<file path="config.mk">
export PLATFORM = sky130hd
export DESIGN_NAME = tsvd_front_flat
export DESIGN_NICKNAME = d
export VERILOG_FILES = /design/src/typed_sensor_value_decoder_macros.svh /design/src/tsvd_pkg.sv /design/src/tsvd_if.sv /design/src/tsvd_front.sv /design/src/flat_wrapper.sv
export SDC_FILE = /design/constraint.sdc
export NUM_CORES = 1
export LEC_CHECK = 0
export ABC_AREA = 1
export BUFFER_PORTS_ARGS = -buffer_cell sky130_fd_sc_hd__buf_2
export CORE_MARGIN = 5
export CORE_UTILIZATION = 54
export CTS_CLUSTER_SIZE = 10
export DETAILED_ROUTE_END_ITERATION = 8
export PLACE_DENSITY = 0.81
export SLEW_MARGIN = 10
export SYNTH_ARGS = -nofsm -noshare
export SYNTH_HDL_FRONTEND = slang
export SYNTH_SLANG_ARGS = --single-unit
</file>
<file path="constraint.sdc">
create_clock -name clock -period 7.95 [get_ports clock]
set_input_delay 0.795 -clock clock [delete_from_list [all_inputs] [get_ports clock]]
set_output_delay 0.795 -clock clock [all_outputs]
set_load 0.05 [all_outputs]
</file>
<file path="src/typed_sensor_value_decoder_macros.svh">
// ---------------------------------------------------------------------------
// typed_sensor_value_decoder_macros.svh
// Assertion helpers used by the decoder queue RTL (tsvd_fifo).
// ---------------------------------------------------------------------------
`ifndef TYPED_SENSOR_VALUE_DECODER_MACROS_SVH
`define TYPED_SENSOR_VALUE_DECODER_MACROS_SVH

// same-cycle implication
`define TSVD_ASSERT_IMPLY(label, clk, rst, ante, cons) \
   label: assert property (@(posedge clk) disable iff (rst) (ante) |-> (cons)) \
      else $error("tsvd assertion failed");

// next-cycle implication
`define TSVD_ASSERT_NEXT(label, clk, rst, ante, cons) \
   label: assert property (@(posedge clk) disable iff (rst) (ante) |=> (cons)) \
      else $error("tsvd assertion failed");

`endif

</file>
<file path="src/tsvd_pkg.sv">
// ---------------------------------------------------------------------------
// tsvd_pkg
// Types, constants and helper functions of the typed sensor value decoder.
// ---------------------------------------------------------------------------
package tsvd_pkg;

   localparam int TSVD_QUEUE_DEPTH = 2;
   localparam int EXP_W = 13;

   localparam logic [3:0] PT_U8  = 4'd0;
   localparam logic [3:0] PT_S8  = 4'd1;
   localparam logic [3:0] PT_U16 = 4'd2;
   localparam logic [3:0] PT_S16 = 4'd3;
   localparam logic [3:0] PT_U24 = 4'd4;
   localparam logic [3:0] PT_U32 = 4'd5;
   localparam logic [3:0] PT_S32 = 4'd6;
   localparam logic [3:0] PT_F32 = 4'd7;

   localparam logic [1:0] CSR_POINT_TYPE    = 2'd0;
   localparam logic [1:0] CSR_BYTE_ORDER    = 2'd1;
   localparam logic [1:0] CSR_SCALE_FACTOR  = 2'd2;
   localparam logic [1:0] CSR_SCALE_ENABLED = 2'd3;

   localparam logic [63:0] SCALE_RESET = 64'h3FF0_0000_0000_0000;

   typedef struct packed {
      logic [3:0]  point_type;
      logic        byte_order;
      logic [63:0] scale_factor;
      logic        scale_enabled;
   } tsvd_cfg_type;

   typedef struct packed {
      logic                    err;
      logic                    zero;
      logic                    sign;
      logic signed [EXP_W-1:0] exp;
      logic [52:0]             mant;
   } tsvd_item_type;

   function automatic logic [3:0] type_size(input logic [3:0] pt);
      logic [3:0] s;
      unique case (pt)
         PT_U8, PT_S8:           s = 4'd1;
         PT_U16, PT_S16:         s = 4'd2;
         PT_U24:                 s = 4'd3;
         PT_U32, PT_S32, PT_F32: s = 4'd4;
         default:                s = 4'd0;
      endcase
      return s;
   endfunction

   function automatic logic [5:0] lzc32(input logic [31:0] w);
      logic [5:0] n;
      n = 6'd32;
      for (int i = 0; i < 32; i++) begin
         if (w[i]) n = 6'(31 - i);
      end
      return n;
   endfunction

   function automatic logic [5:0] lzc52(input logic [51:0] w);
      logic [5:0] n;
      n = 6'd52;
      for (int i = 0; i < 52; i++) begin
         if (w[i]) n = 6'(51 - i);
      end
      return n;
   endfunction

endpackage

</file>
<file path="src/tsvd_if.sv">
// ---------------------------------------------------------------------------
// tsvd_if
// Request and response channel interfaces (valid/ready).
// ---------------------------------------------------------------------------
interface tsvd_req_if;
   logic        valid;
   logic        ready;
   logic [31:0] raw_bytes;
   logic [3:0]  byte_count;
   modport source (output valid, output raw_bytes, output byte_count, input ready);
   modport sink   (input valid, input raw_bytes, input byte_count, output ready);
endinterface


</file>
<file path="src/tsvd_front.sv">
// ---------------------------------------------------------------------------
// tsvd_front
// Accepts a request, assembles bytes, classifies the type and converts the
// value to a normalized sign/exponent/significand record.
// ---------------------------------------------------------------------------
module tsvd_front (
   input  logic                    clock,
   input  logic                    reset,
   tsvd_req_if.sink                req,
   input  tsvd_pkg::tsvd_cfg_type  cfg,
   output tsvd_pkg::tsvd_item_type item,
   output logic                    item_valid,
   input  logic                    item_ready
);
   import tsvd_pkg::*;

   logic          valid_ff, valid_in;
   tsvd_item_type item_ff, item_in;
   logic [31:0]   raw, v, w, mag, shifted;
   logic [3:0]    cnt;
   logic          neg, bad, nonfinite;
   logic [5:0]    lz;
   logic signed [EXP_W-1:0] base;

   always_comb begin
      raw = req.raw_bytes;
      cnt = req.byte_count;
      v   = '0;
      if (cfg.byte_order) begin
         case (cnt)
            4'd1:    v = {24'b0, raw[7:0]};
            4'd2:    v = {16'b0, raw[7:0], raw[15:8]};
            4'd3:    v = {8'b0, raw[7:0], raw[15:8], raw[23:16]};
            4'd4:    v = {raw[7:0], raw[15:8], raw[23:16], raw[31:24]};
            default: v = '0;
         endcase
      end else begin
         case (cnt)
            4'd1:    v = {24'b0, raw[7:0]};
            4'd2:    v = {16'b0, raw[15:0]};
            4'd3:    v = {8'b0, raw[23:0]};
            4'd4:    v = raw;
            default: v = '0;
         endcase
      end

      bad       = (cfg.point_type > PT_F32) || (cnt != type_size(cfg.point_type));
      neg       = 1'b0;
      mag       = v;
      nonfinite = 1'b0;
      base      = 13'sd31;
      unique case (cfg.point_type)
         PT_S8: begin
            neg = v[7];
            mag = neg ? (32'd256 - {24'b0, v[7:0]}) : v;
         end
         PT_S16: begin
            neg = v[15];
            mag = neg ? (32'd65536 - {16'b0, v[15:0]}) : v;
         end
         PT_S32: begin
            neg = v[31];
            mag = neg ? (~v + 32'd1) : v;
         end
         PT_F32: begin
            neg       = v[31];
            nonfinite = (v[30:23] == 8'hFF);
            if (v[30:23] == 8'd0) begin
               mag  = {1'b0, v[22:0], 8'b0};
               base = -13'sd126;
            end else begin
               mag  = {1'b1, v[22:0], 8'b0};
               base = $signed({5'b0, v[30:23]}) - 13'sd127;
            end
         end
         default: begin
            neg = 1'b0;
            mag = v;
         end
      endcase

      w       = mag;
      lz      = lzc32(w);
      shifted = w << lz;

      item_in.err  = bad || nonfinite;
      item_in.zero = (w == 32'd0);
      item_in.sign = neg;
      item_in.exp  = base - $signed({7'b0, lz});
      item_in.mant = {shifted, 21'b0};
   end

   assign req.ready  = !valid_ff || item_ready;
   assign valid_in   = req.ready ? req.valid : valid_ff;
   assign item       = item_ff;
   assign item_valid = valid_ff;

   always_ff @(posedge clock) begin
      if (reset) begin
         valid_ff <= 1'b0;
      end else begin
         valid_ff <= valid_in;
      end
   end

   always_ff @(posedge clock) begin
      if (req.valid && req.ready) begin
         item_ff <= item_in;
      end
   end

endmodule

</file>
<file path="src/flat_wrapper.sv">
// flat-port wrapper written by rule: the top's interface ports become plain ports
module tsvd_front_flat import tsvd_pkg::*;
  (clock, reset, cfg, item, item_valid, item_ready, req_valid, req_raw_bytes, req_byte_count, req_ready);
  tsvd_req_if req_i ();
  input  logic clock;
  input  logic reset;
  input  tsvd_pkg::tsvd_cfg_type cfg;
  output tsvd_pkg::tsvd_item_type item;
  output logic item_valid;
  input  logic item_ready;
  input wire logic [$bits(req_i.valid)-1:0] req_valid;
  input wire logic [$bits(req_i.raw_bytes)-1:0] req_raw_bytes;
  input wire logic [$bits(req_i.byte_count)-1:0] req_byte_count;
  output wire logic [$bits(req_i.ready)-1:0] req_ready;
  assign req_i.valid = req_valid;
  assign req_i.raw_bytes = req_raw_bytes;
  assign req_i.byte_count = req_byte_count;
  assign req_ready = req_i.ready;
  tsvd_front u_core (.clock(clock), .reset(reset), .req(req_i), .cfg(cfg), .item(item), .item_valid(item_valid), .item_ready(item_ready));
endmodule
</file>
# Word level (Yosys, flattened, before mapping)
# Memories as Yosys holds them, arrays and structs flattened.
# Index checks and enable logic that the tools add are counted.
# totals
mem_bits_ro	24
inputBits	110
memories	1
register_bits	49
elab_cells	78
out_inout_bits	71
# mem_list
memory	depth	width	read_ports	rd_clocked_by_memory_dff	write_ports	line_no	rtl
(name not given)	8	3	1	0	0	tsvd_pkg.sv:43	unique case (pt)
# classes
n_addsub	5
muxes	45
order_cmp	1
n_eq_ne	10
bitwise_logic	1
n_shift	1
n_reduce_logical	8
# ops
operator	n
$pmux W32 S4	3
$mux W6	32
$mux W32	5
$add A32 B1 Y32 const B	1
$logic_not A32 Y1	1
$not A32 Y32	1
$shl A32 B6 Y32	1
$mux W13	2
$sub A17 B16 Y18 const A	1
$sub A13 B7 Y13	1
$eq A4 B2 Y1 const B	3
$eq A4 B3 Y1 const B	3
$sub A9 B8 Y10 const A	1
$sub A8 B7 Y9 const B	1
$eq A4 B1 Y1 const B	2
$eq A8 B8 Y1 const B	1
$logic_not A8 Y1	1
$gt A4 B3 Y1 const B	1
$mux W4	1
$ne A4 B4 Y1	1
$logic_or A1 B1 Y1	3
$pmux W1 S3	1
$reduce_or A2 Y1	1
$logic_and A1 B1 Y1	1
2 further kinds	2

# Longest topological paths before layout
# logic_depth
depth_word	40
mapped_depth	54
mapped_depth_nobuf	52

# Worst setup path before layout
# Ideal clock, no wire load.
# synth_timing
path_kind	input to register
from	input cfg[65] (netlist name)
to	register u_core.item_ff (netlist bit u_core.item[60]), data pin
setup_slack_ps	2222
path_buffers	3
stages	42
required_ps	7689
t_arrival_ps	5466
setup_ps	261
path_cell_list	buf_2 -> inv_1 -> clkbuf_1 -> nand2_1 -> nand2_2 -> ha_1 -> nand2_2 -> a21oi_4 -> nand2_2 -> nor2_4 -> nand2_2 -> nor2_4 -> nand4_1 -> inv_2 -> nand3_2 -> nor3_2 -> nand2_1 -> inv_2 -> [6 not listed] -> nand2_1 -> o21ai_2 -> inv_2 -> nor2_4 -> nand2_2 -> inv_2 -> nand2_2 -> buf_2 -> ha_1 -> inv_1 -> nor2_1 -> a221oi_1 -> o21bai_1 -> a21oi_1 -> inv_1 -> nand2_1 -> nand3b_1 -> xor2_1
# synth_lines
element	line_no	rtl
start: declaration	flat_wrapper.sv:7	input tsvd_pkg::tsvd_cfg_type cfg;
end signal: assignment	tsvd_front.sv:108	item_ff <= item_in;
end: declaration	tsvd_front.sv:18	tsvd_item_type item_ff, item_in;

==> results.toml <==
[timing]
setup-tns-final_ns = 0
hold_viol_final = 0
tightest_slew_ns = 0.8707
post-route-period-util = 0.8339
relSlewSlack = 0.4134
maxSlewViolCount = 0
rsz0062_at_grt = "no"
hold_slack_ns = 0.5289
max_freq_mhz = 150.8
min_period_ns = 6.629
setup_viol = 0
skew_ns = 0.01342

[cells_and_area]
area_delta_synth_final_pct = 8.183
drive_above_1_share = 0.1555
finalNetCount = 1401
final_cells = 1456
fillCellCount = 1352
antennaDiodeCount = 0

[global_route]
grt_max_degree = 49
met2_usage = 0.4169
gr-usage-met1 = 0.3444
met3_usage = 0.02772
grt_pass1_vias = 7206
grt_pass1_wl_um = 34460
grt-ovfl-total = 0
antenna_found_initial = 0
busiest_layer = "met2"
grt.total_usage = 0.2550

[routing]
wl_per_cell_um = 14.42
wl_um = 20990
viasPerCell = 5.760
drtAntennaViolNets = 0
num_vias = 8387
dr.pass1.iters = 6
drc = 0
drt_iter0_drc = 1059

[status]
status = "finished, final reports clean"

[placement]
gp_congestion = 0.9653
dpl.hpwl_um = 16060
port_buffers = 94
numPlacedInstances = 1448

[floorplanning]
core_mm2 = 0.01319
dieHeight_um = 125.6
num_io_pins = 181
start_util = 0.5471
num_rows = 42
die-area_mm2 = 0.01578
die_x_um = 125.6

[synth]
synth-seq-cells = 49
synth-simple-area-share = 0.4875
ys_warn_count = 0
muxShareOfSynthArea = 0
synth_cell_type_count = 52
synth_flop_cell = "edfxtp_1"
synthArstFlopShare = 0
yosys.area.top_type = "edfxtp_1"
synth_top_family_by_area = "simple AND/OR/NAND/NOR gates"
synthTopCellsByArea = "edfxtp_1 20%, nand2_1 18%, nand3_1 17%, inv_1 6.0%, nor2_1 4.1%"
yosys.area_share.adder = 0.02184
synth_compound_area_frac = 0.1342
netlist_instances = 1217
synth_area_mm2 = 0.007217
synth-edff-count = 48
synthXorXnorAreaFrac = 0.009709
synth_top_area_share = 0.1997
seq_area_frac_synth = 0.2025
synth_area_per_cell_um2 = 5.930

[clock_network]
cts.repair.resized = 0
cts_max_path_buffers = 2
insertion_delay_ns = 0.30
cts_tree = "built"
cts_hold_buf = 0
clk_pin_slew_ns = 0.07
htreeDepth = 2
cts_buffers = 5
post_cts_buffers = 0
root_buffer = "clkbuf_16"
cts_sinks = 49

[setup_path]
end_kind = "flop"
crit_required_ns = 7.99
crit_path_top_delay_cell = "fa_1"
slowest_delay_ns = 0.52
cp_max_fo = 35
path_class = "in2reg"
worst_path_most_repeated_cell = "inv_2"
cp_data_arrival_time_ns = 6.67
crit_path_start_kind = "input port"

[worst_hold_path]
hp-class = "reg2reg"

[power]
power_leakage_nw = 3.927
p_per_area_mw_per_mm2 = 174.1
vdd_drop_max_mv = 0.09456

[flow_run]
maxCapViolCount = 0
==> layer usage <==
| metal | part of all wire | up-vias |
|---|---|---|
| met3 | 0.093 | 60 |
| met5 | 0 | - |
| li1 | - | 4158 |
| met4 | 0.038 | 0 |
| met2 | 0.45 | 462 |
| met1 | 0.41 | 3707 |
==> cells in the mapped netlist, types with 14 or more instances <==
cell      count
a21oi_1      29
nor2_1       79
nand4_1      23
clkbuf_1     14
o21ai_0      37
nand2_1     345
nand3_1     250
inv_1       115
inv_2        33
o21ai_1      40
buf_4        29
edfxtp_1     48
a221oi_1     14
buf_2        22
==> worst max-delay path: cells and delay by family <==
kind / cells / cell delay, ns
compound gates: 5 / 1.18
fa+ha+maj: 2 / 0.76
buf+inv: 8 / 1.03
simple gates: 23 / 2.83
==> power breakdown <==
group | switching, mW | internal, mW
logic | 0.562 | 0.201
registers | 0.00793 | 0.342
clock network | 0.0978 | 0.149
==> registers in the layout, indices dropped and copies added, names as in the netlist <==
| name | flops |
|---|---|
| u_core.item_valid | 1 |
| u_core.item | 48 |
==> placed cells by master, fill, tap and decap left out, types with 4 or more instances in the layout <==
cell type    n
ha_1        11
xor2_1       5
a21oi_1     28
edfxtp_1    48
inv_2       33
clkinv_1     5
nand4_1     23
nor3_1      11
nand3_1    250
nor2_4       7
nand2_4      6
clkbuf_16    5
buf_2       94
o21bai_1     4
buf_4       14
a22oi_1      7
o21ai_0     37
o211ai_1     7
nor2_2       7
nor2_1      79
o21ai_2      5
o2111ai_1    4
a221oi_1    14
nand2_2     12
nand3b_1     6
inv_1      115
nand2_1    345
o21ai_1     40
conb_1      21
==> cell type report <==
class | count | area (um2) | share of cell area
Multi-Input combinational cell | 962 | 4805 | 0.6154
Sequential cell | 49 | 1461 | 0.1872
Timing Repair Buffer | 108 | 575.6 | 0.07372
Inverter | 153 | 574.3 | 0.07356
Tap cell | 176 | 220.2 | 0.02821
Clock buffer | 5 | 125.1 | 0.01603
Clock inverter | 3 | 46.29 | 0.005929
==> per-stage QoR <==
stage                     instance area [um2]    util  worst slack (ns)  power, mW
after floorplan                          7292       -             2.222     0.9758
after global placement                   7636  0.5789             1.335      1.098
after detailed placement                 7636  0.5789             1.223      1.108
after CTS                                7807  0.5919             1.497      1.353
after global routing                     7807  0.5919            0.9105      1.455
final                                    7807  0.5919             1.321      1.359
==> cells by family after synthesis <==
logic type | Yosys count
AND/OR/NAND/NOR | 763
buffers and inverters | 226
AO/OA/AOI/OAI | 158
flip-flops | 49
adder cells (fa/ha/maj) | 12
XOR/XNOR | 8
other | 1
==> worst paths after layout <==
path,start,endpoint,slack (ns),cells after the start
max,req_byte_count[2],u_core.item[63]$_DFFE_PP_,1.32,38
min,u_core.item_valid$_SDFFE_PP0N_,u_core.item_valid$_SDFFE_PP0N_,0.53,2
max reg2reg,u_core.item_valid$_SDFFE_PP0N_,u_core.item[31]$_SDFFCE_PP0P_,6.59,2
min reg2reg,u_core.item_valid$_SDFFE_PP0N_,u_core.item_valid$_SDFFE_PP0N_,0.53,2
No activity file was read; power rests on OpenSTA's default activity.
