**src/typed_sensor_value_decoder_macros.svh**
```systemverilog
// ---------------------------------------------------------------------------
// typed_sensor_value_decoder_macros.svh
// Assertion helpers used by the decoder queue RTL (tsvd_fifo).
// ---------------------------------------------------------------------------
`ifndef TYPED_SENSOR_VALUE_DECODER_MACROS_SVH
`define TYPED_SENSOR_VALUE_DECODER_MACROS_SVH

// same-cycle implication
`define TSVD_ASSERT_IMPLY(label, clk, rst, ante, cons) \
   label: assert property (@(posedge clk) disable iff (rst) (ante) |-> (cons)) \
      else $error("tsvd assertion failed");

// next-cycle implication
`define TSVD_ASSERT_NEXT(label, clk, rst, ante, cons) \
   label: assert property (@(posedge clk) disable iff (rst) (ante) |=> (cons)) \
      else $error("tsvd assertion failed");

`endif

```
**src/tsvd_pkg.sv**
```systemverilog
// ---------------------------------------------------------------------------
// tsvd_pkg
// Types, constants and helper functions of the typed sensor value decoder.
// ---------------------------------------------------------------------------
package tsvd_pkg;

   localparam int TSVD_QUEUE_DEPTH = 2;
   localparam int EXP_W = 13;

   localparam logic [3:0] PT_U8  = 4'd0;
   localparam logic [3:0] PT_S8  = 4'd1;
   localparam logic [3:0] PT_U16 = 4'd2;
   localparam logic [3:0] PT_S16 = 4'd3;
   localparam logic [3:0] PT_U24 = 4'd4;
   localparam logic [3:0] PT_U32 = 4'd5;
   localparam logic [3:0] PT_S32 = 4'd6;
   localparam logic [3:0] PT_F32 = 4'd7;

   localparam logic [1:0] CSR_POINT_TYPE    = 2'd0;
   localparam logic [1:0] CSR_BYTE_ORDER    = 2'd1;
   localparam logic [1:0] CSR_SCALE_FACTOR  = 2'd2;
   localparam logic [1:0] CSR_SCALE_ENABLED = 2'd3;

   localparam logic [63:0] SCALE_RESET = 64'h3FF0_0000_0000_0000;

   typedef struct packed {
      logic [3:0]  point_type;
      logic        byte_order;
      logic [63:0] scale_factor;
      logic        scale_enabled;
   } tsvd_cfg_type;

   typedef struct packed {
      logic                    err;
      logic                    zero;
      logic                    sign;
      logic signed [EXP_W-1:0] exp;
      logic [52:0]             mant;
   } tsvd_item_type;

   function automatic logic [3:0] type_size(input logic [3:0] pt);
      logic [3:0] s;
      unique case (pt)
         PT_U8, PT_S8:           s = 4'd1;
         PT_U16, PT_S16:         s = 4'd2;
         PT_U24:                 s = 4'd3;
         PT_U32, PT_S32, PT_F32: s = 4'd4;
         default:                s = 4'd0;
      endcase
      return s;
   endfunction

   function automatic logic [5:0] lzc32(input logic [31:0] w);
      logic [5:0] n;
      n = 6'd32;
      for (int i = 0; i < 32; i++) begin
         if (w[i]) n = 6'(31 - i);
      end
      return n;
   endfunction

   function automatic logic [5:0] lzc52(input logic [51:0] w);
      logic [5:0] n;
      n = 6'd52;
      for (int i = 0; i < 52; i++) begin
         if (w[i]) n = 6'(51 - i);
      end
      return n;
   endfunction

endpackage

```
**src/tsvd_fifo.sv**
```systemverilog
// ---------------------------------------------------------------------------
// tsvd_fifo
// Short queue between the classify front and the arithmetic back.
// ---------------------------------------------------------------------------
`include "typed_sensor_value_decoder_macros.svh"

module tsvd_fifo #(
   parameter int DEPTH = tsvd_pkg::TSVD_QUEUE_DEPTH
) (
   input  logic                    clock,
   input  logic                    reset,
   input  tsvd_pkg::tsvd_item_type push_item,
   input  logic                    push_valid,
   output logic                    push_ready,
   output tsvd_pkg::tsvd_item_type pop_item,
   output logic                    pop_valid,
   input  logic                    pop_ready
);
   import tsvd_pkg::*;

   localparam int PTR_W = (DEPTH > 1) ? $clog2(DEPTH) : 1;
   localparam int CNT_W = $clog2(DEPTH + 1);
   localparam logic [PTR_W-1:0] LAST = PTR_W'(DEPTH - 1);

   tsvd_item_type    mem [DEPTH];
   logic [PTR_W-1:0] wr_ptr_ff, wr_ptr_in, rd_ptr_ff, rd_ptr_in;
   logic [CNT_W-1:0] count_ff, count_in;
   logic             push, pop;

   assign push_ready = (count_ff != CNT_W'(DEPTH));
   assign pop_valid  = (count_ff != '0);
   assign push       = push_valid && push_ready;
   assign pop        = pop_valid && pop_ready;
   assign pop_item   = mem[rd_ptr_ff];

   always_comb begin
      wr_ptr_in = wr_ptr_ff;
      rd_ptr_in = rd_ptr_ff;
      count_in  = count_ff;
      if (push) wr_ptr_in = (wr_ptr_ff == LAST) ? '0 : wr_ptr_ff + 1'b1;
      if (pop)  rd_ptr_in = (rd_ptr_ff == LAST) ? '0 : rd_ptr_ff + 1'b1;
      if (push && !pop) count_in = count_ff + 1'b1;
      if (pop && !push) count_in = count_ff - 1'b1;
   end

   always_ff @(posedge clock) begin
      if (reset) begin
         wr_ptr_ff <= '0;
         rd_ptr_ff <= '0;
         count_ff  <= '0;
      end else begin
         wr_ptr_ff <= wr_ptr_in;
         rd_ptr_ff <= rd_ptr_in;
         count_ff  <= count_in;
      end
   end

   always_ff @(posedge clock) begin
      if (push) begin
         mem[wr_ptr_ff] <= push_item;
      end
   end

   `TSVD_ASSERT_IMPLY(a_count_bound, clock, reset, 1'b1, count_ff <= CNT_W'(DEPTH))
   `TSVD_ASSERT_NEXT(a_push_only, clock, reset, push && !pop, count_ff == $past(count_ff) + 1'b1)
   `TSVD_ASSERT_NEXT(a_ptr_track, clock, reset, push != pop, wr_ptr_ff != $past(wr_ptr_ff) || rd_ptr_ff != $past(rd_ptr_ff))

endmodule

```
**config.mk**
```make
export PLATFORM = sky130hd
export DESIGN_NAME = tsvd_fifo
export DESIGN_NICKNAME = d
export VERILOG_FILES = /design/src/tsvd_pkg.sv /design/src/tsvd_fifo.sv
export VERILOG_INCLUDE_DIRS = /design/src /design/src/src
export SDC_FILE = /design/constraint.sdc
export NUM_CORES = 1
export LEC_CHECK = 0
export ABC_AREA = 1
export BUFFER_PORTS_ARGS = -buffer_cell sky130_fd_sc_hd__buf_2
export CAP_MARGIN = 40
export CORE_ASPECT_RATIO = 2
export CORE_MARGIN = 2
export CORE_UTILIZATION = 47
export DETAILED_ROUTE_END_ITERATION = 6
export GPL_TIMING_DRIVEN = 0
export HOLD_SLACK_MARGIN = 0.15
export PLACE_DENSITY = 0.84
export SKIP_LAST_GASP = 1
export SYNTH_ARGS = -nofsm -noshare
export SYNTH_HDL_FRONTEND = slang
export SYNTH_SLANG_ARGS = --single-unit
```
**constraint.sdc**
```tcl
create_clock -name clock -period 4.1 [get_ports clock]
set_input_delay 0.205 -clock clock [delete_from_list [all_inputs] [get_ports clock]]
set_output_delay 0.205 -clock clock [all_outputs]
set_load 0.005 [all_outputs]
```
# --- Yosys cells after proc, flatten, opt, wreduce, memory -nomap -nowiden ---
# Memories as Yosys holds them, arrays and structs flattened. A register that Yosys moved wholly into a read port is not among the register bits.
# Index checks and enable logic that the tools add are counted.
totals:
  out_inout_bits: 71
  n_memories: 1
  ramBits: 138
  in_bits: 73
  elab_cells: 25
  regBits: 4
mem_list:
  columns: ["memory", "depth", "word_bits", "rd", "rd_clocked_by_memory_dff", "write_ports", "line_no", "source"]
  rows:
  - ["mem", 2, 69, 1, 1, 1, "tsvd_fifo.sv:25", "tsvd_item_type mem [DEPTH];"]
op_classes:
  n_reduce_logical: 8
  eq_ne: 1
  addsub: 4
  muxes: 8
ops:
  columns: ["cell", "count"]
  rows:
  - ["$mux W1", 6]
  - ["$logic_and A1 B1 Y1", 4]
  - ["$mux W2", 2]
  - ["$reduce_bool A2 Y1", 2]
  - ["$add A1 B1 Y1 const B", 2]
  - ["$add A2 B1 Y2 const B", 1]
  - ["$logic_not A1 Y1", 2]
  - ["$ne A2 B2 Y1 const B", 1]
  - ["$sub A2 B1 Y2 const B", 1]

# --- Depth between registers and ports, before layout ---
# Gate-level depths: netlist of run 1.
logic_depth:
  depth_word: 6
  ltp_mapped: 10
  ltp_nobuf: 10

# --- Least setup slack after synthesis of run 1 ---
# OpenSTA, ideal clock, no wires.
synth_path:
  path_type: "flip-flop to flip-flop"
  start: "register count_ff[0]"
  end: "memory mem[0][0] (netlist name), enable pin"
  path_buffers: 0
  setup_slack_ps: 103
  arrival_ps: 3500
  stages_incl_launch_ff: 5
  period_less_slack_ps: 3997
  t_required_ps: 3604
  setup_ps: 496
  cell_sequence: "dfxtp_1 -> inv_1 -> nand2_1 -> nand2_1 -> nor2_1"
synth_via:
  elab_chain_len: 4
synth_lines:
  columns: ["item", "line_no", "source"]
  rows:
  - ["start, declared", "tsvd_fifo.sv:27", "logic [CNT_W-1:0] count_ff, count_in;"]
  - ["start signal, assigned", "tsvd_fifo.sv:54", "count_ff <= count_in;"]
  - ["$ne A2 B2 Y1", "tsvd_fifo.sv:30", "assign push_ready = (count_ff != CNT_W'(DEPTH));"]
  - ["net push_ready", "tsvd_fifo.sv:14", "output logic push_ready,"]
  - ["$logic_and A1 B1 Y1", "tsvd_fifo.sv:32", "assign push = push_valid && push_ready;"]
  - ["$mux W1", "tsvd_fifo.sv:59", "if (push) begin"]
  - ["$mux W1 (implied by the code)", "tsvd_fifo.sv:60", "mem[wr_ptr_ff] <= push_item;"]
  - ["end, declared", "tsvd_fifo.sv:25", null]
# The timed path passes the listed nets, and every way through them passes these cells.

# --- Worst setup path in the final report of run 1 ---
layout_path:
  start: "register count_ff[0]"
  end: "memory mem[0][12] (netlist name), enable pin"
layout_via:
  elab_chain_len: 4
layout_lines:
  columns: ["item", "line_no"]
  rows:
  - ["$ne A2 B2 Y1", "tsvd_fifo.sv:30"]
  - ["$logic_and A1 B1 Y1", "tsvd_fifo.sv:32"]
  - ["$mux W1", "tsvd_fifo.sv:59"]
  - ["$mux W1 (implied by the code)", "tsvd_fifo.sv:60"]
# No other way between the ends.

==> flow_summary.json, run 1 <==
{
  "status": "finished, final reports clean",
  "ctsHtreeMaxLevel": 4,
  "p_leak_nw": 2.944,
  "post_drt_wl_per_cell_um": 17.16,
  "finalNonFillerCells": 642,
  "reg2reg_slack_ns": 2.16,
  "clockRootBuffer": "clkbuf_16",
  "critPathMaxStageDelay_ns": 0.60,
  "min_from": "pop_ready",
  "antenna_cells": 0,
  "via_count": 3131,
  "hp-class": "input port to register",
  "ant_nets": 0,
  "clock_path_buffers": 2,
  "die_h_um": 153.6,
  "post_cts_buffers": 0,
  "timing.rr.end": "mem[0][12]",
  "yosys.area_share.simple_pct": 1.403,
  "utilization_pct": 69.20,
  "die_w_um": 78.82,
  "netlist.area_leader.share_pct": 78.74,
  "slew_viol_final": 0,
  "synth_top_family_by_area": "multiplexers",
  "antenna_found_initial": 0,
  "crit_top_cell": "nand2_1",
  "cts_tree": "built",
  "arrival_ns": 2.04,
  "design_area_mm2": 0.007575,
  "hold_end": "rd_ptr_ff",
  "reg2reg_depth": 5,
  "core-area_mm2": 0.01095,
  "finalSetupViolCount": 0,
  "hold_violations": 0,
  "grt_use_total_pct": 19.05,
  "io_pins": 144,
  "drc": 0,
  "cap_violations": 0,
  "fp-row-count": 54,
  "clkSlewWorstSetupHoldPaths_ns": 0.06,
  "synthMuxAreaShare_pct": 15.48,
  "clock-sinks": 143,
  "cp-start-kind": "register",
  "fin_crit_ns": 1.942,
  "max_slew_margin_pct": 52.27,
  "synthesis.nets": 327,
  "holdPathStages": 5,
  "grt_max_degree": 31,
  "cts-resized-gates": 0,
  "postCtsHoldBufs": 71,
  "slowest_stage": "nor2_4",
  "dpl_cell_area_mm2": 0.006264,
  "place_inst": 540,
  "whs_ns": 0.2134,
  "synth-xor-area-share_pct": 0,
  "nets": 564,
  "setup_tns_ns": 0,
  "grt_pass1_vias": 3523,
  "rsz0062_at_grt": "false",
  "viasPerCell": 4.877,
  "finalCritPeriodShare_pct": 47.36,
  "yosys_register_bits": 143,
  "gp_congestion": 0.7953,
  "grt_pass1_wl_um": 16980,
  "drtPass1Iterations": 4,
  "netlist_instances": 253,
  "path_max_fanout": 30,
  "initial_utilization_pct": 48.08,
  "fmax_mhz": 515.0,
  "required_ns": 4.20,
  "synth_top_area_cell": "edfxtp_1",
  "tightest_slew_ns": 0.7143,
  "die-area_mm2": 0.01211,
  "cts_buffers": 17,
  "drive_above_1_share_pct": 50.40,
  "synth_compound_area_share_pct": 0.4755,
  "cp-end-kind": "register",
  "peakVddDrop_mv": 0.4529,
  "crit_type": "register to register",
  "worst-path-buf-inv": 2,
  "drt-total-wl_um": 11010,
  "numPortBuffers": 143,
  "reg2reg_from": "count_ff[0]",
  "hpwlAfterDp_um": 7196,
  "synth_area_mm2": 0.005263,
  "clock_latency_ns": 0.40,
  "yosysUniqueCellTypes": 14,
  "synth_fa_ha_area_share_pct": 0.2378,
  "overflow": 0,
  "p_per_area_mw_per_mm2": 545.6,
  "crit_chain": "inv_1 > nand2_1 > nand2_1 > nor2_4 > buf_12",
  "ys_top_cells_by_area": "edfxtp_1, mux2_2, mux2_4",
  "fin_skew_ns": 0.007399,
  "yosysWarnings": 0,
  "yosysSeqAreaShare_pct": 80.65,
  "drt_iter0_drc": 159,
  "critical_path.top_delay_family": "simple AND/OR/NAND/NOR gates",
  "syn_area_per_cell_um2": 20.80,
  "area_delta_synth_final_pct": 43.94
}
synthesized netlist by cell type:
cell and number:
mux2_4 10, buf_2 5, ha_1 1, nand4_1 1, dfxtp_1 5, inv_1 8
buf_6 2, o21ai_0 3, a21oi_1 2, buf_8 1, mux2_2 59, edfxtp_1 138
nand2_1 8, nor2_1 10
registers in the layout (all words and copies together), names as in the netlist, named ones only:
name and count:
mem 138, count_ff 2, rd_ptr_ff 1, wr_ptr_ff 1
cell usage in the layout (no fill, tap or decap), types with 3 or more instances in the layout:
cell type,instances
bufinv_16,4
clkbuf_16,17
edfxtp_1,138
nor2_1,8
dlygate4sd3_1,71
dfxtp_1,5
buf_2,148
mux2_2,59
mux2_4,10
o21ai_0,3
inv_1,8
clkinv_2,3
nand2_1,8
cell type report:
type	count	area [µm²]
sequential	143	4244
clock inverter	12	167.7
tap	140	175.2
clock buffer	19	432.9
inverter	8	30.03
multi-input combinational	94	940.9
timing repair buffer	218	1521
buffer	8	62.56
fill	729	3371
where the power goes:
part           switching [W]  internal [W]  leakage, nW  total (W)
clock network       0.000539       0.00101        0.292    0.00155
logic               0.000353      0.000399         1.32   0.000752
registers          0.0000442       0.00179         1.33    0.00183
total               0.000937       0.00320         2.94    0.00413
cells by family after synthesis:
logic type / after synthesis
multiplexers: 69
buffers and inverters: 16
flip-flops: 143
AO/OA/AOI/OAI: 5
adder cells (fa/ha/maj): 1
AND/OR/NAND/NOR: 19
worst max path at each step:
stage,from,end,slack (ns),cells after the start
final,count_ff[0],mem[0][12],2.16,5
after global routing,count_ff[0],mem[0][57],2.00,5
after CTS,count_ff[0],mem[0][47],2.13,5
after detailed placement,count_ff[0],mem[1][28],2.15,5
after global placement,count_ff[0],mem[1][28],-1.28,4
after floorplan,count_ff[0],mem[0][0],0.10,4
metrics by stage:
stage / power (W) / worst slack, ns
floorplan: 0.002250 / 0.1035
global placement: 0.002513 / -1.283
detailed placement: 0.002563 / 2.151
CTS: 0.004169 / 2.132
global route: 0.004300 / 2.004
finish: 0.004133 / 2.158
tightest hold or removal path: cells and delay by family:
family | cells | cell delay [ns]
and+or+nand+nor | 3 | 0.22
buffers and inverters | 2 | 0.16
per-layer routing:
layer / track usage [%] / vias up / routed length [µm]
met1: 17.84 / 1524 / 3624
met5: 0 / - / 0
li1: - / 1451 / -
met2: 35.90 / 124 / 6499
met4: 11.00 / 0 / 416
met3: 4.812 / 32 / 475
(Power assumes the default switching activity.)
==> inputs of run 2 (changes only) <==
--- a/config.mk
+++ b/config.mk
@@ -6,16 +6,16 @@
 export SDC_FILE = /design/constraint.sdc
 export NUM_CORES = 1
 export LEC_CHECK = 0
-export ABC_AREA = 1
+export ABC_AREA = 0
 export BUFFER_PORTS_ARGS = -buffer_cell sky130_fd_sc_hd__buf_2
 export CAP_MARGIN = 40
 export CORE_ASPECT_RATIO = 2
 export CORE_MARGIN = 2
-export CORE_UTILIZATION = 47
+export CORE_UTILIZATION = 52
 export DETAILED_ROUTE_END_ITERATION = 6
 export GPL_TIMING_DRIVEN = 0
 export HOLD_SLACK_MARGIN = 0.15
-export PLACE_DENSITY = 0.84
+export PLACE_DENSITY = 0.87
 export SKIP_LAST_GASP = 1
 export SYNTH_ARGS = -nofsm -noshare
 export SYNTH_HDL_FRONTEND = slang
==> constraint.sdc (replaced) <==
create_clock -name clock -period 1.9 [get_ports clock]
set_input_delay 0.095 -clock clock [delete_from_list [all_inputs] [get_ports clock]]
set_output_delay 0.095 -clock clock [all_outputs]
set_load 0.005 [all_outputs]
==> run 2 against run 1 <==
Setup slack got worse by 2.0 ns. Combinational power rose to 3.1 times the previous value. Die area decreased by 10%. Cell count fell by 3.1%. Synthesized cell count fell by 5.5%. Clock power is 100% higher. Core utilization grew 7.1 points. Worst hold slack better by 0.076 ns. Largest cell class unchanged. Sequential cell count unchanged. Critical endpoint is now pop_item[45]. Area after synthesis fell by 1.3%.
==> flow_summary.json, run 2 <==
{
  "status": "finished, final reports clean",
  "finalCritPeriodShare_pct": 94.01,
  "post-place-ws_ns": -0.1266,
  "holdPathStages": 2,
  "synth_top_area_cell": "edfxtp_1",
  "synth_compound_area_share_pct": 0.6261,
  "ctsHtreeMaxLevel": 4,
  "min_from": "push_valid",
  "area_delta_synth_final_pct": 43.39,
  "async_flop_share_pct": 0,
  "viasPerCell": 4.984,
  "cap_violations": 0,
  "grt_pass1_vias": 3560,
  "die_h_um": 145.4,
  "largestRegisters": "mem (138), count_ff (2)",
  "worst_slack_ns": 0.1138,
  "final_common_cell": "buf_2",
  "yosysWarnings": 0,
  "hold_violations": 0,
  "synthesis.nets": 313,
  "fmax_mhz": 559.8,
  "clkSlewWorstSetupHoldPaths_ns": 0.05,
  "yosys.area_share.simple_pct": 0.9150,
  "die_w_um": 74.69,
  "rsz0062_at_grt": "false",
  "yosys_register_bits": 143,
  "drtPass1Iterations": 5,
  "setup_tns_ns": 0,
  "core-area_mm2": 0.009763,
  "ant_nets": 0,
  "timing.rr.end": "mem[0][19]",
  "cts_tree": "built",
  "drc": 0,
  "largest_reg_flops": 138,
  "max_slew_margin_pct": 74.41,
  "reg2reg_slack_ns": 0.31,
  "hold_end": "mem[1][26]",
  "clock_latency_ns": 0.40,
  "clockRootBuffer": "clkbuf_16",
  "reg2reg_depth": 3,
  "io_pins": 144,
  "path_max_fanout": 10,
  "hpwlAfterDp_um": 6629,
  "cts_buffers": 17,
  "syn_area_per_cell_um2": 21.74,
  "required_ns": 1.80,
  "whs_ns": 0.2892,
  "drt_iter0_drc": 106,
  "grt_use_total_pct": 21.19,
  "numPortBuffers": 143,
  "p_leak_nw": 2.838,
  "clock_path_buffers": 2,
  "reg2reg_from": "count_ff[0]",
  "crit_type": "register to output pin",
  "power_w": 0.009566,
  "yosys-top-cells-count": "edfxtp_1, mux2_2, buf_2",
  "fp-row-count": 51,
  "netlist.area_leader.share_pct": 79.75,
  "regMostFlops": "mem",
  "cp-end-kind": "output pin",
  "netlist_instances": 239,
  "cp-start-kind": "register",
  "grt_max_degree": 53,
  "drt-total-wl_um": 10900,
  "utilization_pct": 76.32,
  "fin_skew_ns": 0.007144,
  "synth-edff-count": 138,
  "antenna_cells": 0,
  "synth_top_family_by_area": "multiplexers",
  "synthMuxAreaShare_pct": 14.95,
  "yosys_most_used_dff": "edfxtp_1",
  "yosysUniqueCellTypes": 20,
  "grt_pass1_wl_um": 16490,
  "initial_utilization_pct": 53.22,
  "via_count": 3100,
  "synth-xor-area-share_pct": 0.5057,
  "yosysSeqAreaShare_pct": 81.68,
  "overflow": 0,
  "p_per_area_mw_per_mm2": 1284,
  "slew_viol_final": 0,
  "antenna_found_initial": 0,
  "gp_congestion": 0.7206,
  "finalSetupViolCount": 0,
  "hp-class": "input port to register",
  "arrival_ns": 1.69,
  "multi_input_area_um2": 908.4,
  "tightest_slew_ns": 0.3831,
  "clock-sinks": 143,
  "ys_top_cells_by_area": "edfxtp_1, mux2_2, dfxtp_1",
  "post_drt_wl_per_cell_um": 17.53,
  "drive_above_1_share_pct": 53.06,
  "fin_crit_ns": 1.786,
  "nets": 551,
  "peakVddDrop_mv": 0.9912,
  "layout_common_cells": "buf_2, edfxtp_1, dlygate4sd3_1",
  "die-area_mm2": 0.01086,
  "synth_area_mm2": 0.005196,
  "regArea_mm2": 0.004245,
  "synth_fa_ha_area_share_pct": 0.2408,
  "nFillCells": 566,
  "synth.most_common_cell": "edfxtp_1"
}
## run 2: kinds of logic (layout without fill, tap and decap cells)
logic type	after synthesis	after routing
fa+ha+maj	1	1
buf+inv	9	260
compound gates	5	5
mux	69	69
flops	143	143
simple gates	9	9
xor+xnor	3	3
## run 2: worst max-delay path by stage
stage               slack (ns)        start            to  cells after the start
finish                    0.11     register  pop_item[45]                      5
global route              0.02     register  pop_item[38]                      5
CTS                      -0.11  count_ff[1]    mem[0][19]                      3
detailed placement       -0.13  count_ff[1]     mem[0][7]                      4
global placement         -0.59  count_ff[1]     mem[0][2]                      3
floorplan                -0.13  count_ff[0]     mem[0][0]                      3
## run 2: through the flow
stage | instances | area, µm²
floorplan | 239 | 5210
finish | 622 | 7451
detailed placement | 516 | 6142
CTS | 621 | 7441
global route | 622 | 7451
global placement | 514 | 6091
## run 2: worst max-delay path, cell delays in order (launching register included)
cell	delay, ns
dfxtp_1	0.30
buf_2	0.17
buf_6	0.17
buf_6	0.16
mux2_2	0.35
buf_2	0.13
## run 2: what timing repair did
action	4_1_cts	5_1_grt
hold buffers	72	0
hold endpoints to repair	143	0
gates resized for setup	0	1
setup buffers	0	1
cloned	1	0
setup endpoints to repair	38	54
## run 2: cell type report
cell class	count	share of cell area [%]
Sequential cell	143	56.98
Tap cell	132	2.217
Clock inverter	14	1.931
Inverter	1	0.1008
Buffer	8	0.7053
Timing Repair inverter	1	0.1008
Clock buffer	18	5.760
Timing Repair Buffer	218	20.02
Multi-Input combinational cell	87	12.19
## run 2: where the power goes
group	switching, W	leakage, nW	internal (W)
Clock	0.00120	0.270	0.00193
Sequential	0.000128	1.33	0.00398
Combinational	0.00110	1.24	0.00122
## run 2: metal layers
metal	GRT usage, %	vias to the layer above	share of wire, %
met5	0	-	0
met4	11.96	0	2.9
met3	4.917	24	3.6
met2	39.42	99	59
met1	19.63	1558	34
li1	-	1419	-
